`src/rtl/core/bst_pkg.sv`:
```
// Shared constants, operation codes and control structs for the bounded set table.
package bst_pkg;

   localparam int DEF_CAPACITY  = 16;
   localparam int DEF_ELEM_BITS = 32;

   localparam int OP_W       = 2;
   localparam int ELEMENT_W  = 32;
   localparam int COUNT_W    = 5;
   localparam int RSP_DATA_W = 8;

   localparam logic [OP_W-1:0] OP_INSERT = 2'd0;
   localparam logic [OP_W-1:0] OP_REMOVE = 2'd1;
   localparam logic [OP_W-1:0] OP_QUERY  = 2'd2;
   localparam logic [OP_W-1:0] OP_CLEAR  = 2'd3;

   // Commands from the controller to the datapath.
   typedef struct packed {
      logic start;
      logic scan;
      logic finish;
   } cmd_type;

   // Status from the datapath to the controller.
   typedef struct packed {
      logic scan_last;
      logic out_ready;
   } status_type;

endpackage

```
`src/rtl/core/bounded_set_table_top.sv`:
```
// Each item passes through accept, a scan that reads every slot key in turn through the
// single read port of the key memory, a drain of the compare, and an update that waits
// until the output register can take the result. The next item is accepted while a
// finished result still waits in the output register. Synchronous active-high reset empties
// the set at once by clearing all valid bits and the count; the key memory is not cleared.
module bounded_set_table_top #(
   parameter int CAPACITY  = bst_pkg::DEF_CAPACITY,
   parameter int ELEM_BITS = bst_pkg::DEF_ELEM_BITS
) (
   input  logic                               clock,
   input  logic                               reset,
   input  logic                               req_tvalid,
   output logic                               req_tready,
   input  logic [bst_pkg::ELEMENT_W-1:0]      req_tdata,   // [31:0] element
   input  logic [bst_pkg::OP_W-1:0]           req_tuser,   // [1:0] operation
   output logic                               rsp_tvalid,
   input  logic                               rsp_tready,
   // [0] was_member, [1] changed, [2] full_refused, [7:3] count
   output logic [bst_pkg::RSP_DATA_W-1:0]     rsp_tdata
);
   import bst_pkg::*;

   cmd_type             cmd;
   status_type          status;
   logic                was_member;
   logic                changed;
   logic                full_refused;
   logic [COUNT_W-1:0]  count;

   bst_ctrl u_ctrl (
      .clock      (clock),
      .reset      (reset),
      .req_tvalid (req_tvalid),
      .req_tready (req_tready),
      .status     (status),
      .cmd        (cmd)
   );

   bst_datapath #(
      .CAPACITY  (CAPACITY),
      .ELEM_BITS (ELEM_BITS)
   ) u_datapath (
      .clock            (clock),
      .reset            (reset),
      .cmd              (cmd),
      .status           (status),
      .req_operation    (req_tuser),
      .req_element      (req_tdata),
      .rsp_tready       (rsp_tready),
      .rsp_tvalid       (rsp_tvalid),
      .rsp_was_member   (was_member),
      .rsp_changed      (changed),
      .rsp_full_refused (full_refused),
      .rsp_count        (count)
   );

   assign rsp_tdata = {count, full_refused, changed, was_member};

endmodule

```
`src/rtl/core/bst_ctrl.sv`:
```
// Controller state machine that sequences accept, slot scan and result update.
module bst_ctrl (
   input  logic                clock,
   input  logic                reset,
   input  logic                req_tvalid,
   output logic                req_tready,
   input  bst_pkg::status_type status,
   output bst_pkg::cmd_type    cmd
);
   import bst_pkg::*;

   typedef enum logic [3:0] {
      ST_IDLE   = 4'b0001,
      ST_SCAN   = 4'b0010,
      ST_DRAIN  = 4'b0100,
      ST_FINISH = 4'b1000
   } state_type;

   state_type state_ff, state_in;

   always_ff @(posedge clock) begin
      if (reset) begin
         state_ff <= ST_IDLE;
      end else begin
         state_ff <= state_in;
      end
   end

   always_comb begin
      state_in = state_ff;
      case (state_ff)
         ST_IDLE: begin
            if (req_tvalid) state_in = ST_SCAN;
         end
         ST_SCAN: begin
            if (status.scan_last) state_in = ST_DRAIN;
         end
         ST_DRAIN: begin
            state_in = ST_FINISH;
         end
         ST_FINISH: begin
            // Hold here until the output register can take the result.
            if (status.out_ready) state_in = ST_IDLE;
         end
         default: begin
            state_in = ST_IDLE;
         end
      endcase
   end

   assign req_tready = (state_ff == ST_IDLE);
   assign cmd.start  = (state_ff == ST_IDLE) && req_tvalid;
   assign cmd.scan   = (state_ff == ST_SCAN);
   assign cmd.finish = (state_ff == ST_FINISH) && status.out_ready;

endmodule

```
`src/rtl/core/bst_datapath.sv`:
```
// Datapath with the key memory, valid bits, element count, scan logic and result register.
module bst_datapath #(
   parameter int CAPACITY  = bst_pkg::DEF_CAPACITY,
   parameter int ELEM_BITS = bst_pkg::DEF_ELEM_BITS
) (
   input  logic                              clock,
   input  logic                              reset,
   input  bst_pkg::cmd_type                  cmd,
   output bst_pkg::status_type               status,
   input  logic [bst_pkg::OP_W-1:0]          req_operation,
   input  logic [bst_pkg::ELEMENT_W-1:0]     req_element,
   input  logic                              rsp_tready,
   output logic                              rsp_tvalid,
   output logic                              rsp_was_member,
   output logic                              rsp_changed,
   output logic                              rsp_full_refused,
   output logic [bst_pkg::COUNT_W-1:0]       rsp_count
);
   import bst_pkg::*;

   localparam int IDX_W = (CAPACITY > 1) ? $clog2(CAPACITY) : 1;
   localparam int CNT_W = $clog2(CAPACITY + 1);

   logic [ELEM_BITS-1:0] slot_key_ff [CAPACITY];
   logic [ELEM_BITS-1:0] rd_key_ff;
   logic [CAPACITY-1:0]  slot_valid_ff, slot_valid_in;
   logic [CNT_W-1:0]     count_ff, count_in;

   logic [OP_W-1:0]      op_ff;
   logic [ELEM_BITS-1:0] key_ff;
   logic [IDX_W-1:0]     scan_idx_ff;
   logic [IDX_W-1:0]     cmp_idx_ff;
   logic                 cmp_vld_ff;
   logic                 hit_found_ff, hit_found_in;
   logic [IDX_W-1:0]     hit_idx_ff, hit_idx_in;
   logic                 free_found_ff, free_found_in;
   logic [IDX_W-1:0]     free_idx_ff, free_idx_in;

   logic                 rsp_tvalid_ff;
   logic                 was_ff, changed_ff, refused_ff;
   logic [COUNT_W-1:0]   count_out_ff;

   logic                 mem_we;
   logic                 changed_in, refused_in;

   assign status.scan_last = (scan_idx_ff == IDX_W'(CAPACITY - 1));
   assign status.out_ready = !rsp_tvalid_ff || rsp_tready;

   // Key memory: one write port for inserts, one registered read port for the scan.
   always_ff @(posedge clock) begin
      if (mem_we) slot_key_ff[free_idx_ff] <= key_ff;
      rd_key_ff <= slot_key_ff[scan_idx_ff];
   end

   // Scan pipeline: the compare stage sees the slot that was read in the previous cycle.
   always_comb begin
      hit_found_in  = hit_found_ff;
      hit_idx_in    = hit_idx_ff;
      free_found_in = free_found_ff;
      free_idx_in   = free_idx_ff;
      if (cmp_vld_ff) begin
         if (slot_valid_ff[cmp_idx_ff] && (rd_key_ff == key_ff) && !hit_found_ff) begin
            hit_found_in = 1'b1;
            hit_idx_in   = cmp_idx_ff;
         end
         if (!slot_valid_ff[cmp_idx_ff] && !free_found_ff) begin
            free_found_in = 1'b1;
            free_idx_in   = cmp_idx_ff;
         end
      end
   end

   always_comb begin
      slot_valid_in = slot_valid_ff;
      count_in      = count_ff;
      mem_we        = 1'b0;
      changed_in    = 1'b0;
      refused_in    = 1'b0;
      case (op_ff)
         OP_INSERT: begin
            if (!hit_found_ff) begin
               if (free_found_ff) begin
                  mem_we                     = cmd.finish;
                  slot_valid_in[free_idx_ff] = 1'b1;
                  count_in                   = count_ff + CNT_W'(1);
                  changed_in                 = 1'b1;
               end else begin
                  refused_in = 1'b1;
               end
            end
         end
         OP_REMOVE: begin
            if (hit_found_ff) begin
               slot_valid_in[hit_idx_ff] = 1'b0;
               if (count_ff != '0) count_in = count_ff - CNT_W'(1);
               changed_in = 1'b1;
            end
         end
         OP_QUERY: begin
         end
         OP_CLEAR: begin
            slot_valid_in = '0;
            count_in      = '0;
            changed_in    = 1'b1;
         end
         default: begin
         end
      endcase
   end

   always_ff @(posedge clock) begin
      if (reset) begin
         slot_valid_ff <= '0;
         count_ff      <= '0;
         rsp_tvalid_ff <= 1'b0;
         cmp_vld_ff    <= 1'b0;
         scan_idx_ff   <= '0;
         hit_found_ff  <= 1'b0;
         free_found_ff <= 1'b0;
      end else begin
         cmp_vld_ff <= cmd.scan;
         if (cmd.start) begin
            scan_idx_ff   <= '0;
            hit_found_ff  <= 1'b0;
            free_found_ff <= 1'b0;
         end else begin
            if (cmd.scan) scan_idx_ff <= scan_idx_ff + IDX_W'(1);
            hit_found_ff  <= hit_found_in;
            free_found_ff <= free_found_in;
         end
         if (cmd.finish) begin
            slot_valid_ff <= slot_valid_in;
            count_ff      <= count_in;
            rsp_tvalid_ff <= 1'b1;
         end else if (rsp_tready) begin
            rsp_tvalid_ff <= 1'b0;
         end
      end
   end

   always_ff @(posedge clock) begin
      if (cmd.start) begin
         op_ff  <= req_operation;
         key_ff <= ELEM_BITS'(req_element);
      end
      cmp_idx_ff  <= scan_idx_ff;
      hit_idx_ff  <= hit_idx_in;
      free_idx_ff <= free_idx_in;
      if (cmd.finish) begin
         was_ff       <= hit_found_ff;
         changed_ff   <= changed_in;
         refused_ff   <= refused_in;
         count_out_ff <= COUNT_W'(count_in);
      end
   end

   assign rsp_tvalid       = rsp_tvalid_ff;
   assign rsp_was_member   = was_ff;
   assign rsp_changed      = changed_ff;
   assign rsp_full_refused = refused_ff;
   assign rsp_count        = count_out_ff;

endmodule

```
`config.mk`:
```
export PLATFORM = sky130hd
export DESIGN_NAME = bounded_set_table_top
export DESIGN_NICKNAME = d
export VERILOG_FILES = /design/src/rtl/core/bst_pkg.sv /design/src/rtl/core/bounded_set_table_top.sv /design/src/rtl/core/bst_ctrl.sv /design/src/rtl/core/bst_datapath.sv
export SDC_FILE = /design/constraint.sdc
export NUM_CORES = 1
export LEC_CHECK = 0
export ABC_AREA = 0
export BUFFER_PORTS_ARGS = -buffer_cell sky130_fd_sc_hd__clkbuf_2
export CORE_UTILIZATION = 36
export DETAILED_ROUTE_END_ITERATION = 6
export GPL_ROUTABILITY_DRIVEN = 0
export GPL_TIMING_DRIVEN = 0
export HOLD_SLACK_MARGIN = 0.1
export PLACE_DENSITY_LB_ADDON = 0.12
export SYNTH_ARGS = -nofsm -noshare
export SYNTH_HDL_FRONTEND = slang
export SYNTH_SLANG_ARGS = --single-unit
```
`constraint.sdc`:
```
create_clock -name clock -period 6.2 [get_ports clock]
set_input_delay 1.86 -clock clock [delete_from_list [all_inputs] [get_ports clock]]
set_output_delay 1.86 -clock clock [all_outputs]
set_load 0.03 [all_outputs]
```
After elaboration in Yosys (flattened, before gate mapping)
Memory sizes are Yosys's and may differ from the RTL's. A register that Yosys moved wholly into a read port is not among the register bits. Index checks and enable logic that the tools add are counted.

Input port bits: 38. Register bits: 87. RAM bits: 512. Output and inout bits: 10. Logic and storage cells: 97. Memories: 1.

Memory list: u_datapath.slot_key_ff (words 16, width 32, read ports 1, clocked after memory_dff 1, write ports 1, line bst_datapath.sv:24) `logic [ELEM_BITS-1:0] slot_key_ff [CAPACITY];`.

Magnitude comparators: 5. Multiplexer cells: 31. Add/sub/neg operators: 3. Reductions and logical operators: 22. Eq/ne operators: 14. Bitwise logic cells: 4.

Operator list (count): two-way mux 16 bit (3); case mux 16 bit (3 select lines) (1); equality test 32 bit (1); two-way mux 5 bit (4); AND 16 bit (1); NOT 16 bit (1); OR 16 bit (1); case mux 4 bit (4 select lines) (1); < comparator 4 x 5 -> 1 bit, second input constant (3); case mux 5 bit (3 select lines) (1); two-way mux 1 bit (14); two-way mux 4 bit (3); demux 1 bit (select 4 bit) (2); equality test 4 bit, second input constant (2); greater-or-equal comparator 4 x 1 -> 1 bit, second input constant (2); logical AND 1 bit (7); != test 2 x 1 -> 1 bit, second input constant (3); != test 2 bit, second input constant (3); adder 5 x 1 -> 5 bit, second input constant (1); AND reduction 5 bit (1); nonzero test 5 bit (1); subtractor 5 x 1 -> 5 bit, second input constant (1); adder 4 x 1 -> 4 bit, second input constant (1); binary-select mux 1 bit (select 4 bit) (1); other kinds (15) (20).

Logic depth before layout (Yosys ltp)
Gate-level depths: netlist of run 1.

Depth in word-level cells: 8. Mapped depth: 7. Gate-level depth less buffers: 7.

Modules after synthesis
Synthesis of run 1 repeated with hierarchy kept, for this count alone.

Cells, all modules: 1116. Area total of the unflattened synthesis: 23896.7 um^2.

By module, submodules not included: bst_datapath (seq. area each 18177.4 um^2, cells each 1083, area an instance 23603.9 um^2, times used 1); bst_ctrl (seq. area each 80.1 um^2, cells each 30, area an instance 270.3 um^2, times used 1); bounded_set_table_top (seq. area each 0.0 um^2, cells each 3, area an instance 22.5 um^2, times used 1).

Worst setup path after synthesis of run 1
No wires, ideal clock.

Path type: input to register. Start point: input rsp_tready. End point: memory u_datapath.slot_key_ff[4][0] in the netlist's numbering, enable pin. Slack: 0.889 ns. Library setup time: 0.461 ns. Required time: 5.739 ns. Cell stages on the path: 5. Arrival time: 4.850 ns. Path buffers: 0. Cells stage by stage: nand2b_1 > nand2_4 > nor3_2 > nand3b_1 > nor3_1.

Word-level cells in the longest chain between the ends: 7.

RTL lines: from (decl) (line bounded_set_table_top.sv:17) `input logic rsp_tready,`; logical OR 1 bit (line bst_datapath.sv:47) `assign status.out_ready = !rsp_tvalid_ff || rsp_tready;`; logical AND 1 bit (line bst_ctrl.sv:54) `assign cmd.finish = (state_ff == ST_FINISH) && status.out_ready;`; two-way mux 1 bit (line bst_datapath.sv:82) `if (free_found_ff) begin`; two-way mux 1 bit (line bst_datapath.sv:81) `if (!hit_found_ff) begin`; two-way mux 1 bit (line bst_datapath.sv:79) `case (op_ff)`; two-way mux 1 bit (line bst_datapath.sv:51) `if (mem_we) slot_key_ff[free_idx_ff] <= key_ff;`; two-way mux 1 bit (not written as such) (line bst_datapath.sv:51); to (decl) (line bst_datapath.sv:24).

No other way between the ends.

Final worst setup path of run 1
Start point: input rsp_tready. End point: memory u_datapath.slot_key_ff[4][1] in the netlist's numbering, enable pin.

Same word-level chain as after synthesis.

==> impl_results.rst, run 1 <==
.. list-table::
   :header-rows: 1

   * - Metric
     - Value
   * - Buffers added on ports
     - 46
   * - Residual overflow from global routing
     - 0
   * - Initial Utilization
     - 36.38%
   * - Power Density
     - 336.5 mW/mm^2
   * - Pin count of the biggest net entering global routing
     - 21
   * - Final count of hold timing violations
     - 0
   * - Utilization after layout
     - 42.82%
   * - CTS Root Cell
     - sky130_fd_sc_hd__clkbuf_16
   * - Top-level port count
     - 48
   * - Total of flip-flops plus latches after synthesis
     - 631
   * - Most used DFF post-synth
     - sky130_fd_sc_hd__edfxtp_1
   * - Cell leakage power
     - 8.729 nW
   * - Y dimension of the die
     - 259.8 um
   * - Length of routed met3 wiring
     - 2384 um
   * - Number of vias in the routed layout
     - 11290
   * - Clock insertion delay at the later pin of the skew report
     - 0.60 ns
   * - CTS Buf Count
     - 70
   * - Total GRT Usage
     - 17.40%
   * - Via count normalized by instance count
     - 5.197
   * - Worst Max-Slew Pin Slew
     - 1.196 ns
   * - Die boundary width
     - 259.8 um
   * - ANT nets after route
     - 0
   * - Dominant cell type by area after synthesis
     - sky130_fd_sc_hd__edfxtp_1
   * - Count of cells along the worst hold path
     - 0
   * - Fraction of post-synthesis cell area in the top cell type by area
     - 70.56%
   * - Slew Viols, Final
     - 0
   * - Final worst path period share
     - 63.24%
   * - Post-route clock skew
     - 0.02875 ns
   * - Number of placed cells counting well taps
     - 2043
   * - Worst reg-to-reg path cell count
     - 7
   * - Worst hold-check slack
     - 0.3505 ns
   * - Mean instance size in the synthesized netlist
     - 21.68 um^2
   * - Area overhead of the layout relative to synthesis
     - 17.69%
   * - Diodes inserted
     - 0
   * - Post-Syn Area
     - 0.02392 mm^2
   * - Clock tree from TritonCTS
     - done
   * - Die outline area
     - 0.06747 mm^2
   * - Fillers
     - 5631
   * - Fin cells
     - 2173
   * - YS warnings
     - 0
   * - Max-Cap Viols
     - 0
   * - Critical Path Sink Type
     - register
   * - Highest routing layer actually used
     - met4
   * - Arrival time of data at the critical path endpoint
     - 4.21 ns
   * - Max Buffers Root-to-Sink
     - 3
   * - Reg clk slew, reported paths
     - 0.06 ns
   * - Nets in the synthesized netlist
     - 1144
   * - DR pass1 iterations
     - 5
   * - Peak supply drop
     - 0.0002435 V
   * - Status
     - finished, final reports clean
   * - Number of design-rule violations left by the first detailed-router iteration
     - 950
   * - Hold/Removal Path Class
     - reg2reg
   * - Unrepaired setup endpoints after global routing
     - no
   * - Min cycle time layout
     - 3.921 ns
   * - Wire length of the first global-routing pass
     - 83010 um
   * - Slew HR
     - 20.24%
   * - Count of hold-fix buffers inserted at cts
     - 0
   * - Total power draw
     - 9.474 mW
   * - Number of synthesized flops with an enable pin
     - 562
   * - Buffers inserted by post-CTS timing repair
     - 0
   * - Number of levels in the clock H-tree
     - 3
   * - Cell types with the largest area share after synthesis
     - sky130_fd_sc_hd__edfxtp_1 (71%), sky130_fd_sc_hd__mux4_2 (15%), sky130_fd_sc_hd__dfxtp_1 (5.8%), sky130_fd_sc_hd__xor2_1 (1.1%), sky130_fd_sc_hd__buf_6 (0.66%)
   * - Share of cells above drive strength 1
     - 30.63%
   * - Amount of wire on met2 after detailed routing
     - 26950 um
   * - Highest Clock Rate
     - 0.2551 GHz
   * - DRT Wirelength
     - 56820 um
   * - Startpoint type of the worst setup path
     - primary input
   * - Final routed DRC violation total
     - 0
   * - Post-layout net count
     - 1292
   * - Worst Path Max Fanout
     - 10
   * - Type of the worst setup path
     - in2reg
   * - Number of global-route vias before repair
     - 11830
   * - Core footprint
     - 0.06575 mm^2
   * - Async set-or-reset flop fraction in the synthesized netlist
     - 0%
   * - Number of sinks handled by clock tree synthesis
     - 631
   * - Placement row count
     - 94
   * - Number of distinct library cells after synthesis
     - 62
   * - Routed length on met1
     - 26270 um
   * - Post-DR wirelength/cell
     - 26.15 um
   * - Sequential fraction of the synthesis area
     - 76.33%
   * - Antenna violations before repair
     - 0
   * - Total of endpoints with negative setup slack in the final report
     - 0
   * - CTS resizes
     - 0
   * - Number of cells produced by synthesis
     - 1103
   * - HPWL after detailed placement
     - 36040 um
   * - Worst EP required
     - 6.49 ns
flip-flops by register name, indices dropped and copies added (netlist names), 2 cells and up:
signal / count
u_datapath.free_idx_ff: 4
u_datapath.slot_key_ff: 512
u_datapath.rd_key_ff: 32
u_datapath.count_ff: 5
u_datapath.hit_idx_ff: 4
u_datapath.key_ff: 32
u_ctrl.state_ff: 4
u_datapath.slot_valid_ff: 16
u_datapath.op_ff: 2
u_datapath.cmp_idx_ff: 4
u_datapath.rsp_count: 5
u_datapath.scan_idx_ff: 4
cell usage in the layout (no fill, tap or decap), types with 6 or more instances in the layout:
cell,n
sky130_fd_sc_hd__nor2_1,21
sky130_fd_sc_hd__a31oi_1,9
sky130_fd_sc_hd__buf_12,13
sky130_fd_sc_hd__clkinv_2,11
sky130_fd_sc_hd__buf_6,30
sky130_fd_sc_hd__dfxtp_1,69
sky130_fd_sc_hd__a21oi_1,31
sky130_fd_sc_hd__clkbuf_16,75
sky130_fd_sc_hd__nand3_1,10
sky130_fd_sc_hd__clkinv_1,8
sky130_fd_sc_hd__nand2_1,27
sky130_fd_sc_hd__clkbuf_2,46
sky130_fd_sc_hd__mux4_2,164
sky130_fd_sc_hd__bufinv_16,7
sky130_fd_sc_hd__edfxtp_1,562
sky130_fd_sc_hd__nor4_1,7
sky130_fd_sc_hd__o21ai_1,16
sky130_fd_sc_hd__clkbuf_8,8
sky130_fd_sc_hd__inv_1,6
sky130_fd_sc_hd__nor2_4,10
sky130_fd_sc_hd__clkbuf_1,41
sky130_fd_sc_hd__xor2_1,31
worst paths after layout:
path	startpoint	endpoint	slack [ns]
hold / removal	u_datapath.scan_idx_ff[3]	u_datapath.cmp_idx_ff[3]	0.35
hold reg to reg	u_datapath.scan_idx_ff[3]	u_datapath.cmp_idx_ff[3]	0.35
setup reg to reg	u_datapath.op_ff[1]	u_datapath.slot_key_ff[4][1]	2.93
setup / recovery	rsp_tready	u_datapath.slot_key_ff[4][1]	2.28
area by class of cell:
cell class,instances,area (um^2),area share (%)
Inverter,11,41.29,0.1467
Tap cell,864,1081,3.840
Clock buffer,97,2009,7.138
Sequential cell,631,18260,64.86
Buffer,54,355.3,1.262
Clock inverter,33,360.3,1.280
Timing Repair Buffer,76,685.7,2.436
Multi-Input combinational cell,407,5359,19.04
critical path, cell delays in order:
cell	delay, ns
sky130_fd_sc_hd__clkbuf_2	0.07
sky130_fd_sc_hd__nand2b_1	0.24
sky130_fd_sc_hd__nand2_4	0.15
sky130_fd_sc_hd__nor3_2	0.40
sky130_fd_sc_hd__nand3b_1	0.38
sky130_fd_sc_hd__nor3_2	0.65
sky130_fd_sc_hd__buf_6	0.25
sky130_fd_sc_hd__buf_6	0.18
power breakdown:
| group | switching (mW) | internal (mW) | total (mW) | leakage (nW) |
|---|---|---|---|---|
| Combinational | 0.185 | 0.133 | 0.318 | 1.93 |
| Clock | 1.67 | 2.57 | 4.24 | 1.16 |
| Sequential | 0.144 | 4.77 | 4.91 | 5.64 |
| Total | 2.00 | 7.47 | 9.47 | 8.73 |
per-stage QoR:
| step | setup TNS, ns | cell area (um^2) | worst slack (ns) |
|---|---|---|---|
| detailed placement | 0 | 25780 | 1.694 |
| global route | 0 | 28150 | 2.119 |
| CTS | 0 | 28150 | 2.314 |
| global placement | -523.87 | 25230 | -2.821 |
| floorplan | 0 | 23920 | 0.8889 |
| finish | 0 | 28150 | 2.279 |
cells by family (layout without fill, tap and decap cells):
kind of cell / count (synthesis) / in the layout / synth area share, %
compound gates: 79 / 79 / 2.040
xor+xnor: 36 / 36 / 1.318
fa+ha+maj: 3 / 3 / 0.1570
buf+inv: 65 / 271 / 1.658
flops: 631 / 631 / 76.33
mux: 167 / 167 / 15.57
simple gates: 122 / 122 / 2.919
Yosys cell counts (all sizes together) (5+ instances only):
cell    count
nor2       31
a21oi      31
buf        27
nor4        8
edfxtp    562
nor2b       5
o21ai      16
inv        11
xnor2       5
a31oi       9
nor3        9
xor2       31
nand2      28
nand3      10
nand3b      5
clkbuf     27
mux4      164
dfxtp      69
per-layer routing:
| metal | GRT usage, % | vias to the layer above |
|---|---|---|
| met5 | 0 | - |
| met4 | 5.033 | 0 |
| met3 | 3.041 | 85 |
| met2 | 27.29 | 272 |
| met1 | 24.86 | 6037 |
| li1 | - | 4898 |
Power figures use the tool's default switching activity.
==> run 2: changes to the inputs <==
==> constraint.sdc (replaced) <==
create_clock -name clock -period 3.2 [get_ports clock]
set_input_delay 0.96 -clock clock [delete_from_list [all_inputs] [get_ports clock]]
set_output_delay 0.96 -clock clock [all_outputs]
set_load 0.03 [all_outputs]
==> impl_results.rst, run 2 (synthesis results as in run 1) <==
.. list-table::
   :header-rows: 1

   * - Metric
     - Value
   * - Status
     - finished, final reports clean
   * - Slew HR
     - 19.47%
   * - CTS Root Cell
     - sky130_fd_sc_hd__clkbuf_16
   * - Worst EP required
     - 3.65 ns
   * - CTS resizes
     - 0
   * - Highest Clock Rate
     - 0.3240 GHz
   * - Worst Path Max Fanout
     - 10
   * - Diodes inserted
     - 0
   * - Final routed DRC violation total
     - 0
   * - Utilization after layout
     - 43.10%
   * - Core footprint
     - 0.06575 mm^2
   * - Slowest stage cell on the critical path
     - sky130_fd_sc_hd__clkbuf_1
   * - Cell-by-cell listing of the critical path
     - clkbuf_1 > clkbuf_1 > mux4_2 > mux4_2
   * - Critical Path Sink Type
     - register
   * - Worst Max-Slew Pin Slew
     - 1.208 ns
   * - Clock insertion delay at the later pin of the skew report
     - 0.59 ns
   * - Final count of hold timing violations
     - 0
   * - Number of design-rule violations left by the first detailed-router iteration
     - 1018
   * - Buffers added on ports
     - 46
   * - Placement row count
     - 94
   * - Count of hold-fix buffers inserted at cts
     - 0
   * - Unrepaired setup endpoints after global routing
     - no
   * - Number of sinks handled by clock tree synthesis
     - 631
   * - Biggest registers after layout
     - u_datapath.slot_key_ff (512), u_datapath.key_ff (32), u_datapath.rd_key_ff (32)
   * - Most flops, register
     - u_datapath.slot_key_ff
   * - Antenna violations before repair
     - 0
   * - Y dimension of the die
     - 259.8 um
   * - Area overhead of the layout relative to synthesis
     - 18.47%
   * - Post-DR wirelength/cell
     - 26.94 um
   * - Post-layout net count
     - 1301
   * - HPWL after detailed placement
     - 36290 um
   * - Reg clk slew, reported paths
     - 0.06 ns
   * - Top-level port count
     - 48
   * - Total GRT Usage
     - 17.87%
   * - Fin cells
     - 2180
   * - Fillers
     - 5634
   * - Post-route clock skew
     - 0.01174 ns
   * - Max Buffers Root-to-Sink
     - 3
   * - Pin count of the biggest net entering global routing
     - 26
   * - DR pass1 iterations
     - 5
   * - DRT Wirelength
     - 58740 um
   * - Number of placed cells counting well taps
     - 2042
   * - Min cycle time layout
     - 3.086 ns
   * - Residual overflow from global routing
     - 0
   * - Number of levels in the clock H-tree
     - 3
   * - Max reg flops
     - 512
   * - Launch instance of the worst register-to-register path
     - u_datapath.scan_idx_ff[1]
   * - Number of global-route vias before repair
     - 11810
   * - Die boundary width
     - 259.8 um
   * - Hold path startpoint
     - u_datapath.scan_idx_ff[2]
   * - Worst Setup SP
     - u_datapath.scan_idx_ff[1]
   * - Startpoint type of the worst setup path
     - register
   * - Die outline area
     - 0.06747 mm^2
   * - Clock tree from TritonCTS
     - done
   * - Cell leakage power
     - 8.762 nW
   * - ANT nets after route
     - 0
   * - Slew Viols, Final
     - 0
   * - Total of endpoints with negative setup slack in the final report
     - 0
   * - Most common cell after layout, fill and taps aside
     - sky130_fd_sc_hd__edfxtp_1
   * - Type of the worst setup path
     - reg2reg
   * - Wire length of the first global-routing pass
     - 85150 um
   * - Arrival time of data at the critical path endpoint
     - 3.54 ns
   * - Peak supply drop
     - 0.0003532 V
   * - Most used cells in the layout excluding fill and tap cells
     - sky130_fd_sc_hd__edfxtp_1 (562), sky130_fd_sc_hd__mux4_2 (164), sky130_fd_sc_hd__clkbuf_16 (74)
   * - Share of cells above drive strength 1
     - 30.32%
   * - Worst path max stage delay
     - 0.84 ns
   * - Initial Utilization
     - 36.38%
   * - Max-Cap Viols
     - 0
   * - Number of vias in the routed layout
     - 11440
   * - Hold/Removal Path Class
     - reg2reg
   * - CTS Buf Count
     - 72
   * - Via count normalized by instance count
     - 5.250
   * - Power Density
     - 630.8 mW/mm^2
   * - Final worst path period share
     - 96.44%
## run 2: changes by cell type in the layout (fill, tap and decap cells not counted), sizes merged
| cell | change |
|---|---|
| bufinv | -5 |
| clkinvlp | +3 |
| clkinv | -4 |
| clkbuf | +6 |
| buf | +7 |
## run 2: repair_timing
| action | 4_1_cts | 5_1_grt |
|---|---|---|
| setup buffers | 7 | 1 |
| endpoints found under the setup margin | 117 | 15 |
| pin swaps | 7 | 1 |
## run 2: cell type report
| cell class | count | area [um^2] | share of cell area, % |
|---|---|---|---|
| inverters | 11 | 41.29 | 0.1457 |
| flip-flops and latches | 631 | 18260 | 64.43 |
| repair buffers | 83 | 1013 | 3.577 |
| plain buffers | 54 | 355.3 | 1.254 |
| clock inverters | 27 | 212.7 | 0.7507 |
| multi-input cells | 407 | 5384 | 19.00 |
| well taps | 864 | 1081 | 3.815 |
| clock buffers | 103 | 1991 | 7.025 |
## run 2: stage by stage
step	hold WS (ns)	TNS (ns)	total power [mW]	cell area [um^2]	worst slack, ns
after floorplan	0.3258	-98.15	9.981	23950	-0.3602
after global placement	0.3306	-1126.64	10.31	25260	-2.994
after detailed placement	0.3360	-89.63	10.34	26000	-0.4810
after CTS	0.3488	0	18.13	28320	0.01339
after global routing	0.3618	0	18.50	28340	0.01073
final	0.3483	0	17.87	28340	0.1138
## run 2: worst paths after layout
| kind | endpoint | cells past startpoint | slack (ns) |
|---|---|---|---|
| max | u_datapath.rd_key_ff[2] | 4 | 0.11 |
| min reg2reg | u_datapath.cmp_idx_ff[2] | 0 | 0.35 |
| min | u_datapath.cmp_idx_ff[2] | 0 | 0.35 |
| max reg2reg | u_datapath.rd_key_ff[2] | 4 | 0.11 |
## run 2: worst max-delay path: cells and delay by family (launching register included)
kind                   cells  cell delay, ns
muxes                      2            0.92
buffers and inverters      2            1.39
DFF                        1            0.62
## run 2: metal layers
layer / up-vias / share of wire (%) / track usage [%]
li1: 4915 / - / -
met1: 6166 / 45 / 25.12
met2: 274 / 49 / 28.62
met3: 89 / 4.2 / 2.836
met4: 0 / 2.2 / 5.376
met5: - / 0 / 0
## run 2: report_power, final
group / internal, mW / switching [mW]
clock: 4.50 / 3.23
combinational: 0.257 / 0.360
sequential: 9.24 / 0.283
total: 14.0 / 3.87
==> run 3: changes to the inputs <==
--- a/config.mk
+++ b/config.mk
@@ -7,12 +7,15 @@
 export LEC_CHECK = 0
 export ABC_AREA = 0
 export BUFFER_PORTS_ARGS = -buffer_cell sky130_fd_sc_hd__clkbuf_2
+export CAP_MARGIN = 20
 export CORE_UTILIZATION = 36
 export DETAILED_ROUTE_END_ITERATION = 6
 export GPL_ROUTABILITY_DRIVEN = 0
 export GPL_TIMING_DRIVEN = 0
 export HOLD_SLACK_MARGIN = 0.1
 export PLACE_DENSITY_LB_ADDON = 0.12
+export SETUP_SLACK_MARGIN = 0.15
 export SYNTH_ARGS = -nofsm -noshare
 export SYNTH_HDL_FRONTEND = slang
+export SYNTH_HIERARCHICAL = 1
 export SYNTH_SLANG_ARGS = --single-unit
==> impl_results.rst, run 3 <==
.. list-table::
   :header-rows: 1

   * - Metric
     - Value
   * - Clock insertion delay at the later pin of the skew report
     - 0.61 ns
   * - Most common cell in the synthesized netlist
     - sky130_fd_sc_hd__edfxtp_1
   * - Antenna violations before repair
     - 1
   * - Busiest layer in global routing
     - met2
   * - Reg clk slew, reported paths
     - 0.06 ns
   * - Number of cells produced by synthesis
     - 1116
   * - Most flops, register
     - u_datapath/slot_key_ff
   * - Number of placed cells counting well taps
     - 2055
   * - Number of synthesized flops with an enable pin
     - 562
   * - Diodes inserted
     - 0
   * - Worst hold-check slack
     - 0.3479 ns
   * - Global Route met3 Usage
     - 3.099%
   * - Min cycle time layout
     - 3.034 ns
   * - Async set-or-reset flop fraction in the synthesized netlist
     - 0%
   * - Endpoint of the worst register-to-register path
     - u_datapath/slot_key_ff[4][15]
   * - Top cell types by occurrence after synthesis
     - sky130_fd_sc_hd__edfxtp_1 (562), sky130_fd_sc_hd__mux4_2 (160), sky130_fd_sc_hd__dfxtp_1 (69)
   * - Number of distinct library cells after synthesis
     - 58
   * - Net Sw Frac
     - 20.60%
   * - Fin Setup TNS
     - 0 ns
   * - Top-level port count
     - 48
   * - Power Density
     - 617.6 mW/mm^2
   * - Complex-gate fraction of the synthesized area
     - 2.052%
   * - Most used cells in the layout excluding fill and tap cells
     - sky130_fd_sc_hd__edfxtp_1 (562), sky130_fd_sc_hd__mux4_2 (160), sky130_fd_sc_hd__clkbuf_16 (70)
   * - Buffers added on ports
     - 47
   * - Status
     - finished with violations
   * - Critical Path Sink Type
     - register
   * - GRT met2 Usage
     - 27.15%
   * - Final worst path period share
     - 94.82%
   * - Mean instance size in the synthesized netlist
     - 21.41 um^2
   * - Final routed DRC violation total
     - 1
   * - Area overhead of the layout relative to synthesis
     - 18.64%
   * - YS warnings
     - 6
   * - Fillers
     - 5664
   * - Worst EP required
     - 3.50 ns
   * - Total power draw
     - 17.51 mW
   * - Total area of multi-input combinational cells
     - 0.005449 mm^2
   * - Y dimension of the die
     - 259.6 um
   * - Clock group share of total power
     - 44.9%
   * - Slew HR
     - 25.25%
   * - Pin count of the biggest net entering global routing
     - 25
   * - Peak supply drop
     - 0.0003754 V
   * - Arrival time of data at the critical path endpoint
     - 3.33 ns
   * - Number of levels in the clock H-tree
     - 3
   * - Final Cell Area
     - 0.02835 mm^2
   * - Total GRT Usage
     - 17.56%
   * - Launch instance of the worst register-to-register path
     - u_datapath/op_ff[1]
   * - Core footprint
     - 0.06575 mm^2
   * - Met1 track demand over resource in global routing
     - 25.88%
   * - DRT Wirelength
     - 57250 um
   * - Hold/Removal Path Class
     - reg2reg
   * - Total of flip-flops plus latches after synthesis
     - 631
   * - Die outline area
     - 0.06741 mm^2
   * - Share of synthesized cell area in and, or, nand and nor gates
     - 2.822%
   * - Dominant cell type by area after synthesis
     - sky130_fd_sc_hd__edfxtp_1
   * - CTS Root Cell
     - sky130_fd_sc_hd__clkbuf_16
   * - Residual overflow from global routing
     - 0
   * - Share of cells above drive strength 1
     - 30.31%
   * - Unrepaired setup endpoints after global routing
     - yes
   * - CP Capture Point
     - u_datapath/slot_key_ff[4][15]
   * - Worst Path Max Fanout
     - 20
   * - Post-Syn Area
     - 0.02390 mm^2
   * - Via count normalized by instance count
     - 5.199
   * - Clock tree from TritonCTS
     - done
   * - Nets in the synthesized netlist
     - 1157
   * - Initial Utilization
     - 36.35%
   * - Wire length of the first global-routing pass
     - 83420 um
   * - Cell types with the largest area share after synthesis
     - sky130_fd_sc_hd__edfxtp_1 (71%), sky130_fd_sc_hd__mux4_2 (15%), sky130_fd_sc_hd__dfxtp_1 (5.8%), sky130_fd_sc_hd__xor2_1 (1.1%), sky130_fd_sc_hd__a21oi_1 (0.61%)
   * - Placement row count
     - 94
   * - Worst reg-to-reg path cell count
     - 7
   * - HPWL after detailed placement
     - 35800 um
   * - Number of vias in the routed layout
     - 11370
   * - Sequential fraction of the synthesis area
     - 76.40%
   * - Post-route clock skew
     - 0.01851 ns
   * - Worst Max-Slew Pin Slew
     - 1.121 ns
   * - Type of the worst setup path
     - reg2reg
   * - Max-Cap Viols
     - 0
   * - Most common cell after layout, fill and taps aside
     - sky130_fd_sc_hd__edfxtp_1
   * - Number of global-route vias before repair
     - 11670
   * - Slew Viols, Final
     - 0
   * - Number of sinks handled by clock tree synthesis
     - 631
   * - Failing checks
     - design-rule violations
   * - Biggest registers after layout
     - u_datapath/slot_key_ff (512), u_datapath/key_ff (32), u_datapath/rd_key_ff (32)
   * - Highest Clock Rate
     - 0.3296 GHz
   * - Total of endpoints with negative setup slack in the final report
     - 0
   * - Max Buffers Root-to-Sink
     - 3
   * - Die boundary width
     - 259.6 um
   * - Count of hold-fix buffers inserted at cts
     - 0
   * - Startpoint type of the worst setup path
     - register
   * - Combinational cell fraction of total power
     - 2.2%
   * - ANT nets after route
     - 0
   * - CTS Buf Count
     - 69
   * - Cell leakage power
     - 8.893 nW
   * - Instance area after placement
     - 0.02600 mm^2
   * - Fin cells
     - 2187
   * - Number of design-rule violations left by the first detailed-router iteration
     - 969
   * - Internal power summed over all cells
     - 13.90 mW
   * - Share of synthesized cell area in full adder, half adder and majority cells
     - 0.1571%
   * - DR pass1 iterations
     - 7
   * - Most used DFF post-synth
     - sky130_fd_sc_hd__edfxtp_1
   * - Area share of xor/xnor cells in the synthesized design
     - 1.356%
   * - Worst Setup SP
     - u_datapath/op_ff[1]
   * - Flop pwr share
     - 53.0%
   * - Switching component of the power
     - 3.607 mW
   * - Post-DR wirelength/cell
     - 26.18 um
   * - Max reg flops
     - 512
   * - Register-to-register path setup slack
     - 0.17 ns
   * - Register area
     - 0.01826 mm^2
   * - Final count of hold timing violations
     - 0
   * - Largest family of logic cells by synthesized area
     - multiplexers
   * - Mux cell area share after synthesis
     - 15.82%
   * - Post-layout net count
     - 1308
   * - Fraction of post-synthesis cell area in the top cell type by area
     - 70.62%
## run 3: changes by cell type after synthesis, sizes merged, moves of 4 or more
cell	change
nand2	-7
and3	+6
inv	+5
nor2	-5
mux2i	+4
nand4	+4
nor3	-4
## run 3: stage by stage
step                setup WS (ns)  util [%]
floorplan                -0.02616         -
global placement           -1.648     38.55
detailed placement        -0.5529     39.55
CTS                        0.1990     43.09
global route              0.07231     43.12
finish                     0.1659     43.12
## run 3: cell families after synthesis
group / after synthesis
flops: 631
simple gates: 119
buf+inv: 76
xor+xnor: 37
fa+ha+maj: 3
compound gates: 79
mux: 171
## run 3: cell type report
class	count	share of cell area, %
clock inverter	16	0.7635
multi-input combinational	409	19.22
buffer	59	1.011
sequential	631	64.40
timing repair buffer	80	3.350
inverter	17	0.2648
tap	864	3.813
clock buffer	111	7.180
## run 3: repair_timing
item | 4_1_cts | 5_1_grt
setup buffers | 4 | 0
pin swaps | 4 | 0
gates resized for setup | 3 | 11
setup endpoints to repair | 447 | 43
## run 3: critical path: stages, from the launching register on
cell and delay [ns]:
sky130_fd_sc_hd__edfxtp_1 0.40, sky130_fd_sc_hd__clkbuf_1 0.26, sky130_fd_sc_hd__nor4b_4 0.52, sky130_fd_sc_hd__nand2_2 0.16, sky130_fd_sc_hd__nor3_1 0.33, sky130_fd_sc_hd__nand2_1 0.17
sky130_fd_sc_hd__clkinvlp_4 0.62, sky130_fd_sc_hd__buf_16 0.24
## run 3: worst min path at each step
stage | slack [ns] | cells past startpoint | to | startpoint
floorplan | 0.33 | 0 | u_datapath/cmp_idx_ff[3] | u_datapath/scan_idx_ff[3]
global placement | 0.33 | 0 | u_datapath/cmp_idx_ff[3] | u_datapath/scan_idx_ff[3]
detailed placement | 0.33 | 0 | u_datapath/cmp_idx_ff[3] | u_datapath/scan_idx_ff[3]
CTS | 0.35 | 0 | u_datapath/cmp_idx_ff[2] | u_datapath/scan_idx_ff[2]
global route | 0.36 | 0 | u_datapath/cmp_idx_ff[2] | u_datapath/scan_idx_ff[2]
finish | 0.35 | 0 | u_datapath/cmp_idx_ff[2] | u_datapath/scan_idx_ff[2]
## run 3: power by group through the flow
stage	clock network (mW)	logic, mW	registers [mW]
2_1_floorplan	0	0.233	9.38
3_3_place_gp	0	0.380	9.44
3_5_place_dp	0	0.389	9.45
4_1_cts	8.09	0.392	9.28
5_1_grt	8.39	0.413	9.29
6_report	7.86	0.380	9.27
## run 3: routing by layer
metal  wire length [um]  vias up
met5                  0        -
met4                941        0
met3               2209       73
met2              27000      221
met1              27100     6146
li1                   -     4931
